--- config.mk ---
export PLATFORM = sky130hd
export DESIGN_NAME = gained_gated_rms_level_meter_flat
export DESIGN_NICKNAME = d
export VERILOG_FILES = /design/src/hdl/grlm_pkg.sv /design/src/hdl/grlm_in_if.sv /design/src/hdl/grlm_out_if.sv /design/src/hdl/grlm_cfg_if.sv /design/src/hdl/grlm_ctrl.sv /design/src/hdl/grlm_dp.sv /design/src/hdl/gained_gated_rms_level_meter.sv /design/src/flat_wrapper.sv
export SDC_FILE = /design/constraint.sdc
export NUM_CORES = 2
export LEC_CHECK = 0
export BUFFER_PORTS_ARGS = -buffer_cell sky130_fd_sc_hd__buf_4
export CORE_ASPECT_RATIO = 0.8
export CORE_UTILIZATION = 37
export CTS_CLUSTER_DIAMETER = 40
export DETAILED_ROUTE_END_ITERATION = 6
export GPL_TIMING_DRIVEN = 0
export PLACE_DENSITY = 0.59
export RECOVER_POWER = 25
export REMOVE_ABC_BUFFERS = 1
export SYNTH_ARGS = -nofsm -noshare
export SYNTH_HDL_FRONTEND = slang
export SYNTH_SLANG_ARGS = --single-unit
--- constraint.sdc ---
create_clock -name clk -period 33.6 [get_ports clk]
set_input_delay 6.72 -clock clk [delete_from_list [all_inputs] [get_ports clk]]
set_output_delay 6.72 -clock clk [all_outputs]
set_load 0.03 [all_outputs]
--- src/hdl/grlm_pkg.sv ---
// Shared constants, types and controller codes for the gated RMS level meter.
package grlm_pkg;

  localparam int BLOCK_SAMPLES = 1024;
  localparam int SAMPLE_BITS   = 16;
  localparam int FILL_W        = 11;
  localparam int SUM_W         = 41;
  localparam int POW_W         = 204;
  localparam int LEVEL_W       = 7;
  localparam int DEPTH_W       = 7;
  localparam int LEVEL_FLOOR   = 64;
  localparam int BIT_CNT_W     = 6;
  localparam int THR_W         = 15;
  localparam int CFG_IDX_W     = 2;

  localparam logic [1:0] CMD_SAMPLE = 2'd0;
  localparam logic [1:0] CMD_START  = 2'd1;
  localparam logic [1:0] CMD_END    = 2'd2;

  localparam logic [CFG_IDX_W-1:0] REG_GATE_THRESHOLD = 2'd0;
  localparam logic [CFG_IDX_W-1:0] REG_STREAM_ENABLE  = 2'd1;

  typedef enum logic [1:0] {
    OP_SAMPLE,
    OP_START,
    OP_END,
    OP_NONE
  } op_t;

  typedef enum logic [2:0] {
    ST_IDLE,
    ST_EXEC,
    ST_PINIT,
    ST_MLOAD,
    ST_MSTEP,
    ST_MSTORE,
    ST_SEARCH,
    ST_FINISH
  } state_t;

  typedef struct packed {
    logic accept;
    logic exec;
    logic sel_num;
    logic pow_init;
    logic mul_load;
    logic mul_step;
    logic mul_store;
    logic den_save;
    logic num_save;
    logic srch_step;
    logic finish;
  } ctl_cmd_t;

  typedef struct packed {
    logic rep_go;
    logic srch_stop;
    logic out_free;
  } ctl_sts_t;

endpackage

--- src/hdl/grlm_in_if.sv ---
// Input channel: command and audio sample.
interface grlm_in_if;
  import grlm_pkg::*;
  logic                          valid;
  logic                          ready;
  logic [1:0]                    cmd;
  logic signed [SAMPLE_BITS-1:0] sample_in;
  modport source (output valid, cmd, sample_in, input ready);
  modport sink (input valid, cmd, sample_in, output ready);
endinterface

--- src/hdl/grlm_out_if.sv ---
// Result channel: gained sample and level report.
interface grlm_out_if;
  import grlm_pkg::*;
  logic                          valid;
  logic                          ready;
  logic signed [SAMPLE_BITS-1:0] sample_out;
  logic                          report_valid;
  logic signed [LEVEL_W-1:0]     level_db;
  logic signed [LEVEL_W-1:0]     average_db;
  modport source (output valid, sample_out, report_valid, level_db, average_db, input ready);
  modport sink (input valid, sample_out, report_valid, level_db, average_db, output ready);
endinterface

--- src/hdl/grlm_cfg_if.sv ---
// Configuration write channel.
interface grlm_cfg_if;
  import grlm_pkg::*;
  logic                 valid;
  logic                 ready;
  logic [CFG_IDX_W-1:0] index;
  logic [THR_W-1:0]     data;
  modport source (output valid, index, data, input ready);
  modport sink (input valid, index, data, output ready);
endinterface

--- src/hdl/grlm_ctrl.sv ---
// Controller state machine sequencing sample updates, power products and the level search.
module grlm_ctrl import grlm_pkg::*; (
  input  logic     clk,
  input  logic     rst_n,
  input  logic     in_valid,
  output logic     in_ready,
  input  ctl_sts_t sts,
  output ctl_cmd_t cmd
);

  state_t               state_r, state_nxt;
  logic [BIT_CNT_W-1:0] bit_cnt_r, bit_cnt_nxt;
  logic [1:0]           mul_cnt_r, mul_cnt_nxt;
  logic                 phase_num_r, phase_num_nxt;

  always_ff @(posedge clk) begin
    if (!rst_n) begin
      state_r     <= ST_IDLE;
      bit_cnt_r   <= '0;
      mul_cnt_r   <= '0;
      phase_num_r <= 1'b0;
    end else begin
      state_r     <= state_nxt;
      bit_cnt_r   <= bit_cnt_nxt;
      mul_cnt_r   <= mul_cnt_nxt;
      phase_num_r <= phase_num_nxt;
    end
  end

  always_comb begin
    state_nxt     = state_r;
    bit_cnt_nxt   = bit_cnt_r;
    mul_cnt_nxt   = mul_cnt_r;
    phase_num_nxt = phase_num_r;
    unique case (state_r)
      ST_IDLE: begin
        if (in_valid) state_nxt = ST_EXEC;
      end
      ST_EXEC: begin
        if (sts.rep_go) begin
          phase_num_nxt = 1'b0;
          state_nxt     = ST_PINIT;
        end else begin
          state_nxt = ST_FINISH;
        end
      end
      ST_PINIT: begin
        mul_cnt_nxt = '0;
        state_nxt   = ST_MLOAD;
      end
      ST_MLOAD: begin
        bit_cnt_nxt = '0;
        state_nxt   = ST_MSTEP;
      end
      ST_MSTEP: begin
        bit_cnt_nxt = bit_cnt_r + 1'b1;
        if (bit_cnt_r == BIT_CNT_W'(SUM_W - 1)) state_nxt = ST_MSTORE;
      end
      ST_MSTORE: begin
        if (mul_cnt_r == 2'd3) begin
          if (!phase_num_r) begin
            phase_num_nxt = 1'b1;
            state_nxt     = ST_PINIT;
          end else begin
            state_nxt = ST_SEARCH;
          end
        end else begin
          mul_cnt_nxt = mul_cnt_r + 1'b1;
          state_nxt   = ST_MLOAD;
        end
      end
      ST_SEARCH: begin
        if (sts.srch_stop) state_nxt = ST_FINISH;
      end
      ST_FINISH: begin
        if (sts.out_free) state_nxt = ST_IDLE;
      end
      default: state_nxt = ST_IDLE;
    endcase
  end

  always_comb begin
    cmd         = '0;
    cmd.sel_num = phase_num_r;
    in_ready    = 1'b0;
    unique case (state_r)
      ST_IDLE: begin
        in_ready   = 1'b1;
        cmd.accept = in_valid;
      end
      ST_EXEC:   cmd.exec = 1'b1;
      ST_PINIT:  cmd.pow_init = 1'b1;
      ST_MLOAD:  cmd.mul_load = 1'b1;
      ST_MSTEP:  cmd.mul_step = 1'b1;
      ST_MSTORE: begin
        cmd.mul_store = 1'b1;
        cmd.den_save  = (mul_cnt_r == 2'd3) && !phase_num_r;
        cmd.num_save  = (mul_cnt_r == 2'd3) && phase_num_r;
      end
      ST_SEARCH: cmd.srch_step = !sts.srch_stop;
      ST_FINISH: cmd.finish = sts.out_free;
      default: ;
    endcase
  end

endmodule

--- src/hdl/grlm_dp.sv ---
// Datapath: gain, gated accumulation, fifth-power products, decade search and result register.
module grlm_dp import grlm_pkg::*; (
  input  logic                          clk,
  input  logic                          rst_n,
  input  ctl_cmd_t                      cmd,
  output ctl_sts_t                      sts,
  input  logic [1:0]                    in_cmd,
  input  logic signed [SAMPLE_BITS-1:0] in_sample,
  input  logic                          cfg_we,
  input  logic [CFG_IDX_W-1:0]          cfg_index,
  input  logic [THR_W-1:0]              cfg_data,
  input  logic                          out_ready,
  output logic                          out_valid,
  output logic signed [SAMPLE_BITS-1:0] out_sample,
  output logic                          out_report,
  output logic signed [LEVEL_W-1:0]     out_level,
  output logic signed [LEVEL_W-1:0]     out_average
);

  localparam int PROD_W = SAMPLE_BITS + 4;
  localparam logic signed [PROD_W-1:0] SAT_HI = PROD_W'((1 << (SAMPLE_BITS - 1)) - 1);
  localparam logic signed [PROD_W-1:0] SAT_LO = -PROD_W'(1 << (SAMPLE_BITS - 1));
  localparam int SHIFT = 2 * (SAMPLE_BITS - 1);

  logic [THR_W-1:0]              thr_r;
  logic                          en_r;
  op_t                           op_r;
  logic signed [SAMPLE_BITS-1:0] gained_r;
  logic [SUM_W-1:0]              sum_r;
  logic [FILL_W-1:0]             fill_r, gated_r;
  logic signed [LEVEL_W-1:0]     avg_r;
  logic                          avg_vld_r;
  logic                          rep_pend_r;
  logic [SUM_W-1:0]              rep_sum_r;
  logic [FILL_W-1:0]             rep_cnt_r;
  logic [POW_W-1:0]              pow_r, acc_r, mcand_r, den_r, num_r;
  logic [SUM_W-1:0]              mplier_r;
  logic [DEPTH_W-1:0]            k_r;
  logic                          out_valid_r, out_report_r;
  logic signed [SAMPLE_BITS-1:0] out_sample_r;
  logic signed [LEVEL_W-1:0]     out_level_r, out_average_r;

  // Gain of fifteen with saturation, formed at the transfer.
  logic signed [PROD_W-1:0]      ext, prod;
  logic signed [SAMPLE_BITS-1:0] sat;
  op_t                           op_in;

  always_comb begin
    ext  = PROD_W'(in_sample);
    prod = (ext <<< 4) - ext;
    if (prod > SAT_HI)      sat = SAMPLE_BITS'(SAT_HI);
    else if (prod < SAT_LO) sat = SAMPLE_BITS'(SAT_LO);
    else                    sat = SAMPLE_BITS'(prod);
    if (!en_r)                      op_in = OP_NONE;
    else if (in_cmd == CMD_SAMPLE)  op_in = OP_SAMPLE;
    else if (in_cmd == CMD_START)   op_in = OP_START;
    else if (in_cmd == CMD_END)     op_in = OP_END;
    else                            op_in = OP_NONE;
  end

  // Gated accumulation of the latched sample.
  logic [SAMPLE_BITS-1:0] mag;
  logic [2*SAMPLE_BITS-1:0] sq;
  logic                   qual;
  logic [SUM_W-1:0]       sum_new;
  logic [FILL_W-1:0]      fill_new, gated_new;
  logic                   full;

  always_comb begin
    mag       = gained_r[SAMPLE_BITS-1] ? SAMPLE_BITS'(-gained_r) : SAMPLE_BITS'(gained_r);
    qual      = mag > {1'b0, thr_r};
    sq        = mag * mag;
    sum_new   = qual ? sum_r + SUM_W'(sq) : sum_r;
    gated_new = qual ? gated_r + 1'b1 : gated_r;
    fill_new  = fill_r + 1'b1;
    full      = fill_new == FILL_W'(BLOCK_SAMPLES);
  end

  always_comb begin
    sts.rep_go = 1'b0;
    unique case (op_r)
      OP_SAMPLE: sts.rep_go = full && (gated_new != '0);
      OP_END:    sts.rep_go = (fill_r != '0) && (gated_r != '0);
      OP_START, OP_NONE: sts.rep_go = 1'b0;
      default:   sts.rep_go = 1'b0;
    endcase
  end

  // Shift-add multiplier shared by both fifth powers.
  logic [SUM_W-1:0] base;
  assign base = cmd.sel_num ? rep_sum_r : {rep_cnt_r, SHIFT'(0)};

  // One decade step of the search.
  logic [POW_W-1:0] next_num;
  assign next_num = (num_r << 3) + (num_r << 1);
  assign sts.srch_stop = (k_r == DEPTH_W'(LEVEL_FLOOR)) || (next_num > den_r);

  // Running average; levels are never positive, so adding one before the
  // arithmetic shift truncates toward zero.
  logic signed [LEVEL_W-1:0] lvl;
  logic signed [LEVEL_W:0]   avg_sum;
  logic signed [LEVEL_W-1:0] avg_nxt;
  logic                      avg_vld_nxt;

  always_comb begin
    lvl         = -LEVEL_W'(k_r);
    avg_sum     = (LEVEL_W+1)'(avg_r) + (LEVEL_W+1)'(lvl) + (LEVEL_W+1)'(1);
    avg_nxt     = avg_r;
    avg_vld_nxt = avg_vld_r;
    if (rep_pend_r) begin
      avg_vld_nxt = 1'b1;
      avg_nxt     = avg_vld_r ? LEVEL_W'(avg_sum >>> 1) : lvl;
    end
  end

  assign sts.out_free = !out_valid_r || out_ready;

  always_ff @(posedge clk) begin
    if (!rst_n) begin
      thr_r       <= '0;
      en_r        <= 1'b1;
      op_r        <= OP_NONE;
      sum_r       <= '0;
      fill_r      <= '0;
      gated_r     <= '0;
      avg_r       <= '0;
      avg_vld_r   <= 1'b0;
      rep_pend_r  <= 1'b0;
      out_valid_r <= 1'b0;
    end else begin
      if (cfg_we) begin
        if (cfg_index == REG_GATE_THRESHOLD) thr_r <= cfg_data;
        if (cfg_index == REG_STREAM_ENABLE)  en_r  <= cfg_data[0];
      end
      if (cmd.accept) begin
        op_r       <= op_in;
        gained_r   <= (op_in == OP_SAMPLE) ? sat : '0;
        rep_pend_r <= 1'b0;
      end
      if (cmd.exec) begin
        rep_pend_r <= sts.rep_go;
        unique case (op_r)
          OP_SAMPLE: begin
            rep_sum_r <= sum_new;
            rep_cnt_r <= gated_new;
            if (full) begin
              sum_r   <= '0;
              fill_r  <= '0;
              gated_r <= '0;
            end else begin
              sum_r   <= sum_new;
              fill_r  <= fill_new;
              gated_r <= gated_new;
            end
          end
          OP_START: begin
            sum_r     <= '0;
            fill_r    <= '0;
            gated_r   <= '0;
            avg_r     <= '0;
            avg_vld_r <= 1'b0;
          end
          OP_END: begin
            rep_sum_r <= sum_r;
            rep_cnt_r <= gated_r;
            if (fill_r != '0) begin
              sum_r   <= '0;
              fill_r  <= '0;
              gated_r <= '0;
            end
          end
          OP_NONE: ;
          default: ;
        endcase
      end
      if (cmd.finish) begin
        avg_r         <= avg_nxt;
        avg_vld_r     <= avg_vld_nxt;
        out_sample_r  <= gained_r;
        out_report_r  <= rep_pend_r;
        out_level_r   <= rep_pend_r ? lvl : '0;
        out_average_r <= avg_vld_nxt ? avg_nxt : '0;
        out_valid_r   <= 1'b1;
      end else if (out_ready) begin
        out_valid_r <= 1'b0;
      end
    end
  end

  // Wide arithmetic registers carry no reset.
  always_ff @(posedge clk) begin
    if (cmd.pow_init) pow_r <= POW_W'(base);
    if (cmd.mul_load) begin
      acc_r    <= '0;
      mcand_r  <= pow_r;
      mplier_r <= base;
    end
    if (cmd.mul_step) begin
      if (mplier_r[0]) acc_r <= acc_r + mcand_r;
      mcand_r  <= mcand_r << 1;
      mplier_r <= mplier_r >> 1;
    end
    if (cmd.mul_store) pow_r <= acc_r;
    if (cmd.den_save)  den_r <= acc_r;
    if (cmd.num_save) begin
      num_r <= acc_r;
      k_r   <= '0;
    end
    if (cmd.srch_step) begin
      num_r <= next_num;
      k_r   <= k_r + 1'b1;
    end
  end

  assign out_valid   = out_valid_r;
  assign out_sample  = out_sample_r;
  assign out_report  = out_report_r;
  assign out_level   = out_level_r;
  assign out_average = out_average_r;

endmodule

--- src/hdl/gained_gated_rms_level_meter.sv ---
// Gated RMS level meter: an item that closes a block with a report computes two fifth
// powers on one 41-step shift-add multiplier, then takes up to 64 decade steps of the level
// search. One item is in work at a time; the result register lets the next item be taken
// while a result waits. Synchronous active-low reset clears the accumulators, the running
// average, gate_threshold to 0 and stream_enable to 1.
module gained_gated_rms_level_meter import grlm_pkg::*; (
  input  logic      clk,
  input  logic      rst_n,
  grlm_in_if.sink   in_ch,
  grlm_out_if.source out_ch,
  grlm_cfg_if.sink  cfg_ch
);

  ctl_cmd_t cmd;
  ctl_sts_t sts;

  assign cfg_ch.ready = 1'b1;

  grlm_ctrl u_ctrl (
    .clk      (clk),
    .rst_n    (rst_n),
    .in_valid (in_ch.valid),
    .in_ready (in_ch.ready),
    .sts      (sts),
    .cmd      (cmd)
  );

  grlm_dp u_dp (
    .clk         (clk),
    .rst_n       (rst_n),
    .cmd         (cmd),
    .sts         (sts),
    .in_cmd      (in_ch.cmd),
    .in_sample   (in_ch.sample_in),
    .cfg_we      (cfg_ch.valid),
    .cfg_index   (cfg_ch.index),
    .cfg_data    (cfg_ch.data),
    .out_ready   (out_ch.ready),
    .out_valid   (out_ch.valid),
    .out_sample  (out_ch.sample_out),
    .out_report  (out_ch.report_valid),
    .out_level   (out_ch.level_db),
    .out_average (out_ch.average_db)
  );

endmodule
--- src/flat_wrapper.sv ---
// flat-port wrapper written by rule: the top's interface ports become plain ports
module gained_gated_rms_level_meter_flat import grlm_pkg::*;
  (clk, rst_n, in_ch_valid, in_ch_cmd, in_ch_sample_in, in_ch_ready, out_ch_valid, out_ch_sample_out, out_ch_report_valid, out_ch_level_db, out_ch_average_db, out_ch_ready, cfg_ch_valid, cfg_ch_index, cfg_ch_data, cfg_ch_ready);
  grlm_in_if in_ch_i ();
  grlm_out_if out_ch_i ();
  grlm_cfg_if cfg_ch_i ();
  input  logic clk;
  input  logic rst_n;
  input wire logic [$bits(in_ch_i.valid)-1:0] in_ch_valid;
  input wire logic [$bits(in_ch_i.cmd)-1:0] in_ch_cmd;
  input wire logic [$bits(in_ch_i.sample_in)-1:0] in_ch_sample_in;
  output wire logic [$bits(in_ch_i.ready)-1:0] in_ch_ready;
  output wire logic [$bits(out_ch_i.valid)-1:0] out_ch_valid;
  output wire logic [$bits(out_ch_i.sample_out)-1:0] out_ch_sample_out;
  output wire logic [$bits(out_ch_i.report_valid)-1:0] out_ch_report_valid;
  output wire logic [$bits(out_ch_i.level_db)-1:0] out_ch_level_db;
  output wire logic [$bits(out_ch_i.average_db)-1:0] out_ch_average_db;
  input wire logic [$bits(out_ch_i.ready)-1:0] out_ch_ready;
  input wire logic [$bits(cfg_ch_i.valid)-1:0] cfg_ch_valid;
  input wire logic [$bits(cfg_ch_i.index)-1:0] cfg_ch_index;
  input wire logic [$bits(cfg_ch_i.data)-1:0] cfg_ch_data;
  output wire logic [$bits(cfg_ch_i.ready)-1:0] cfg_ch_ready;
  assign in_ch_i.valid = in_ch_valid;
  assign in_ch_i.cmd = in_ch_cmd;
  assign in_ch_i.sample_in = in_ch_sample_in;
  assign in_ch_ready = in_ch_i.ready;
  assign out_ch_valid = out_ch_i.valid;
  assign out_ch_sample_out = out_ch_i.sample_out;
  assign out_ch_report_valid = out_ch_i.report_valid;
  assign out_ch_level_db = out_ch_i.level_db;
  assign out_ch_average_db = out_ch_i.average_db;
  assign out_ch_i.ready = out_ch_ready;
  assign cfg_ch_i.valid = cfg_ch_valid;
  assign cfg_ch_i.index = cfg_ch_index;
  assign cfg_ch_i.data = cfg_ch_data;
  assign cfg_ch_ready = cfg_ch_i.ready;
  gained_gated_rms_level_meter u_core (.clk(clk), .rst_n(rst_n), .in_ch(in_ch_i), .out_ch(out_ch_i), .cfg_ch(cfg_ch_i));
endmodule
==> metrics.log <==
INFO  metric worstSetupEndpointType = flip-flop
INFO  metric vias_per_cell = 5.74
INFO  metric synthesis.area_per_instance = between 9 and 10 µm²
INFO  metric post_cts_resize_count = 0
INFO  metric failed_checks = capacitance limit, slew limit
INFO  metric critPathLaunchType = flip-flop
INFO  metric num_rows = 163
INFO  metric worst_ep_arrival = 13.41 ns
INFO  metric route.vias.total = around 76,000
INFO  metric synth_area_leader_cell = edfxtp_1
INFO  metric pwr_density_cell = 87.7 nW/µm²
INFO  metric grt_antenna_before_repair = 9
INFO  metric cts_tree = done
INFO  metric maxcap_violations = 13
INFO  metric fp.dieW = between 500 and 600 µm
INFO  metric min_period = 12.86 ns
INFO  metric synth_most_common_cell = edfxtp_1
INFO  metric cts_root_buf = clkbuf_16
INFO  metric routabilityCongestion = 0.968
INFO  metric status = finished with violations
INFO  metric critical_path_required_time = between 30 and 40 ns
INFO  metric detail_route.first_pass.iterations = 7
INFO  metric grt_max_degree = 104
INFO  metric cp_slowest_stage_delay = 0.91 ns
INFO  metric synth.top_cells.by_count = edfxtp_1, a21oi_1, nand2_1
INFO  metric finalWirelength = 293,000 µm
INFO  metric clk_transition_reported_paths = 0.05 ns
INFO  metric fmaxAchievable = ~0.078 GHz
INFO  metric busiest_layer = met1
INFO  metric die_outline_area = 250,000 µm²
INFO  metric floorplan.die.height = 447 µm
INFO  metric netlist_top_cells_area = edfxtp_1, ha_1, dfxtp_1
INFO  metric layout-drive-gt1-share = 8.49%
INFO  metric first_iter_violations = 7,478
INFO  metric final_nets = roughly 11,000
INFO  metric global_route.overflow_total = 0
INFO  metric r2r_setup_slack = 20.74 ns
INFO  metric route.detailed.wl_per_inst = 22.2 µm
INFO  metric post_synthesis_instance_area = 91,800 µm²
INFO  metric rsz0062_at_grt = false
INFO  metric maxSlewHeadroom = -87.1%
INFO  metric ios = 74
INFO  metric crit_slowest_cell = a21oi_1
INFO  metric final.hold.worst_slack = 0.453 ns
INFO  metric grtUsageMet2 = roughly 32%
INFO  metric crit_type = reg -> reg
INFO  metric area_growth_syn_to_layout = 12.4%
INFO  metric clk_latency = roughly 0.86 ns
INFO  metric hpwl = roughly 230,000 µm
INFO  metric critPathTopFamily = compound AO/OA/AOI/OAI gates
INFO  metric postSynthCellCount = ~9,900
INFO  metric cts-hold-fix-buffers = 0
INFO  metric synthFlopType = edfxtp_1
INFO  metric cts_buffer_count = 202
INFO  metric start_util = between 30% and 40%
INFO  metric synth.ff_latch_count = 1,269
INFO  metric number_of_global_route_vias_before_repair = around 72,000
INFO  metric grt_first_pass_wirelength = 446,000 µm
INFO  metric htreeDepth = 4
INFO  metric yosysSeqAreaShare = 38.1%
INFO  metric critical_path.max_fanout = 31
INFO  metric synth_edf_count = 960
INFO  metric all_layer_gr_usage = 23.0%
INFO  metric postRouteAntennaNets = 0
INFO  metric grtUsageMet1 = 35.9%
INFO  metric yosys.area.top_type_share = 31.4%
INFO  metric nFillCells = 23,800
INFO  metric timing.final.hold_violations = 0
INFO  metric cp.buffers_inverters = 5
INFO  metric total_leakage_power = 41.5 nW
INFO  metric crit_share_post_route = between 30% and 40%
INFO  metric dpl_cell_area = 96,100 µm²
INFO  metric core = 247,000 µm²
INFO  metric final_max_slew_viol_count = 418
INFO  metric cts.sink_count = around 1,300
INFO  metric worst_slack = 20.74 ns
INFO  metric yosys.cell_types.count = 113
INFO  metric finalClockSkew = 0.0604 ns
INFO  metric actual_slew_at_the_worst_max_slew_pin = between 2 and 3 ns
INFO  metric critical_path.most_common_cell = buf_12
INFO  metric worst_ir_drop_vdd = 165 µV
INFO  metric ys.warnings.count = 0
INFO  metric pre_cts_ws = 20.71 ns
INFO  metric report.final.setup_viol = 0
INFO  metric final_area = about 100,000 µm²
INFO  metric worstHoldPathType = reg -> reg
INFO  metric async_reset_ff_share = 0%
INFO  metric ctsLongestPathBuffers = 3
INFO  metric post_cts_buffers = 0
INFO  metric numPortBuffers = 72
INFO  metric groute.layer.met3.usage = under 10%
INFO  metric route.detailed.drc = 0
-- per-layer routing --
metal,wire [µm],part of all wire [%],up-vias
met3,22900,7.8,397
met5,19,0.0065,-
met2,118000,40,2656
met1,146000,50,37000
met4,6010,2.0,2
li1,-,-,35700
-- stage by stage --
| step | cells | total power [mW] | TNS [ns] | utilization (%) |
|---|---|---|---|---|
| floorplan | 9364 | 5.63 | 0 | - |
| global placement | 12700 | 6.84 | -5895.51 | 38.4 |
| detailed placement | 12800 | 6.80 | 0 | 39.0 |
| CTS | 13200 | 9.03 | 0 | 41.9 |
| global route | 13200 | 9.68 | 0 | 41.8 |
| finish | 13200 | 9.04 | 0 | 41.8 |
-- report_power, final --
group	internal [mW]	total (mW)	switching (mW)
combinational	1.79	4.48	2.69
sequential	2.05	2.38	0.325
clock	1.33	2.19	0.861
-- cell families (layout without fill, tap and decap cells) --
logic type                 count (synthesis)  after routing  synth area share, %
AOI/OAI and AO/OA                       2929           2929                 20.2
other                                      2             18              0.00818
xor gates and xnor gates                 490            490                 4.68
adders and majority gates                959            959                 14.7
and+or+nand+nor                         2720           2720                 14.2
muxes                                    246            246                 2.98
DFF                                     1269           1269                 38.1
buffers and inverters                   1241           1262                 5.13
-- final timing paths --
| check | startpoint | endpoint | depth (start not counted) |
|---|---|---|---|
| setup / recovery | u_core.u_dp.num_r[2] | u_core.u_dp.num_r[126] | 32 |
| hold / removal | u_core.u_dp.thr_r[1] | u_core.u_dp.thr_r[1] | 2 |
| setup reg to reg | u_core.u_dp.num_r[2] | u_core.u_dp.num_r[126] | 32 |
| hold reg to reg | u_core.u_dp.thr_r[1] | u_core.u_dp.thr_r[1] | 2 |
-- worst reg2reg max path: cells and delay by family, from the launching register on --
family,cells,cell delay [ns]
fa+ha+maj,3,0.96
buf+inv,5,1.27
compound gates,14,5.54
xor+xnor,1,0.16
mux,1,0.38
flops,1,0.42
simple gates,8,3.86
-- layout by cell type, fill, tap and decap left out, types with 48 or more instances in the layout --
master,Yosys,routed
and2_0,0,89
nand2b_1,48,48
buf_4,2,76
o21ai_0,731,730
a22o_1,208,208
a21o_1,343,343
nor2_1,632,627
edfxtp_1,960,960
nand4_1,309,309
a21oi_1,915,915
nand3_1,234,233
xor2_1,206,206
ha_1,762,761
xnor2_1,284,281
a31oi_1,51,51
and2_1,193,102
nor3_1,130,128
clkbuf_16,0,204
fa_1,197,197
nor4_1,52,52
inv_1,732,731
o21bai_1,141,141
o21a_1,92,92
nand2_1,862,860
nor2b_1,48,48
mux2_2,217,217
dfxtp_1,309,308
or3_1,51,51
-- state kept, by name, summed over array words and instances (netlist names), 3 cells and up --
signal	count
u_core.u_dp.mplier_r	41
u_core.u_dp.pow_r	204
u_core.u_dp.out_average	7
u_core.u_dp.den_r	204
u_core.u_ctrl.bit_cnt_r	6
u_core.u_dp.sum_r	41
u_core.u_dp.avg_r	7
u_core.u_dp.gated_r	11
u_core.u_ctrl.state_r	3
u_core.u_dp.gained_r	16
u_core.u_dp.rep_cnt_r	11
u_core.u_dp.out_sample	16
u_core.u_dp.k_r	7
u_core.u_dp.out_level	7
u_core.u_dp.thr_r	15
u_core.u_dp.num_r	203
u_core.u_dp.mcand_r	204
u_core.u_dp.fill_r	11
u_core.u_dp.acc_r	204
u_core.u_dp.rep_sum_r	41
-- area by class of cell --
type,instances,area [µm²],share of cell area [%]
timing repair buffer,138,1710,1.65
clock inverter,155,1940,1.88
multi-input combinational,7356,52300,50.7
inverter,739,2790,2.70
sequential,1269,35000,33.9
clock buffer,230,5290,5.13
tap,3300,4130,4.00
antenna,6,15.0,0.0146
(Power assumes the default switching activity.)
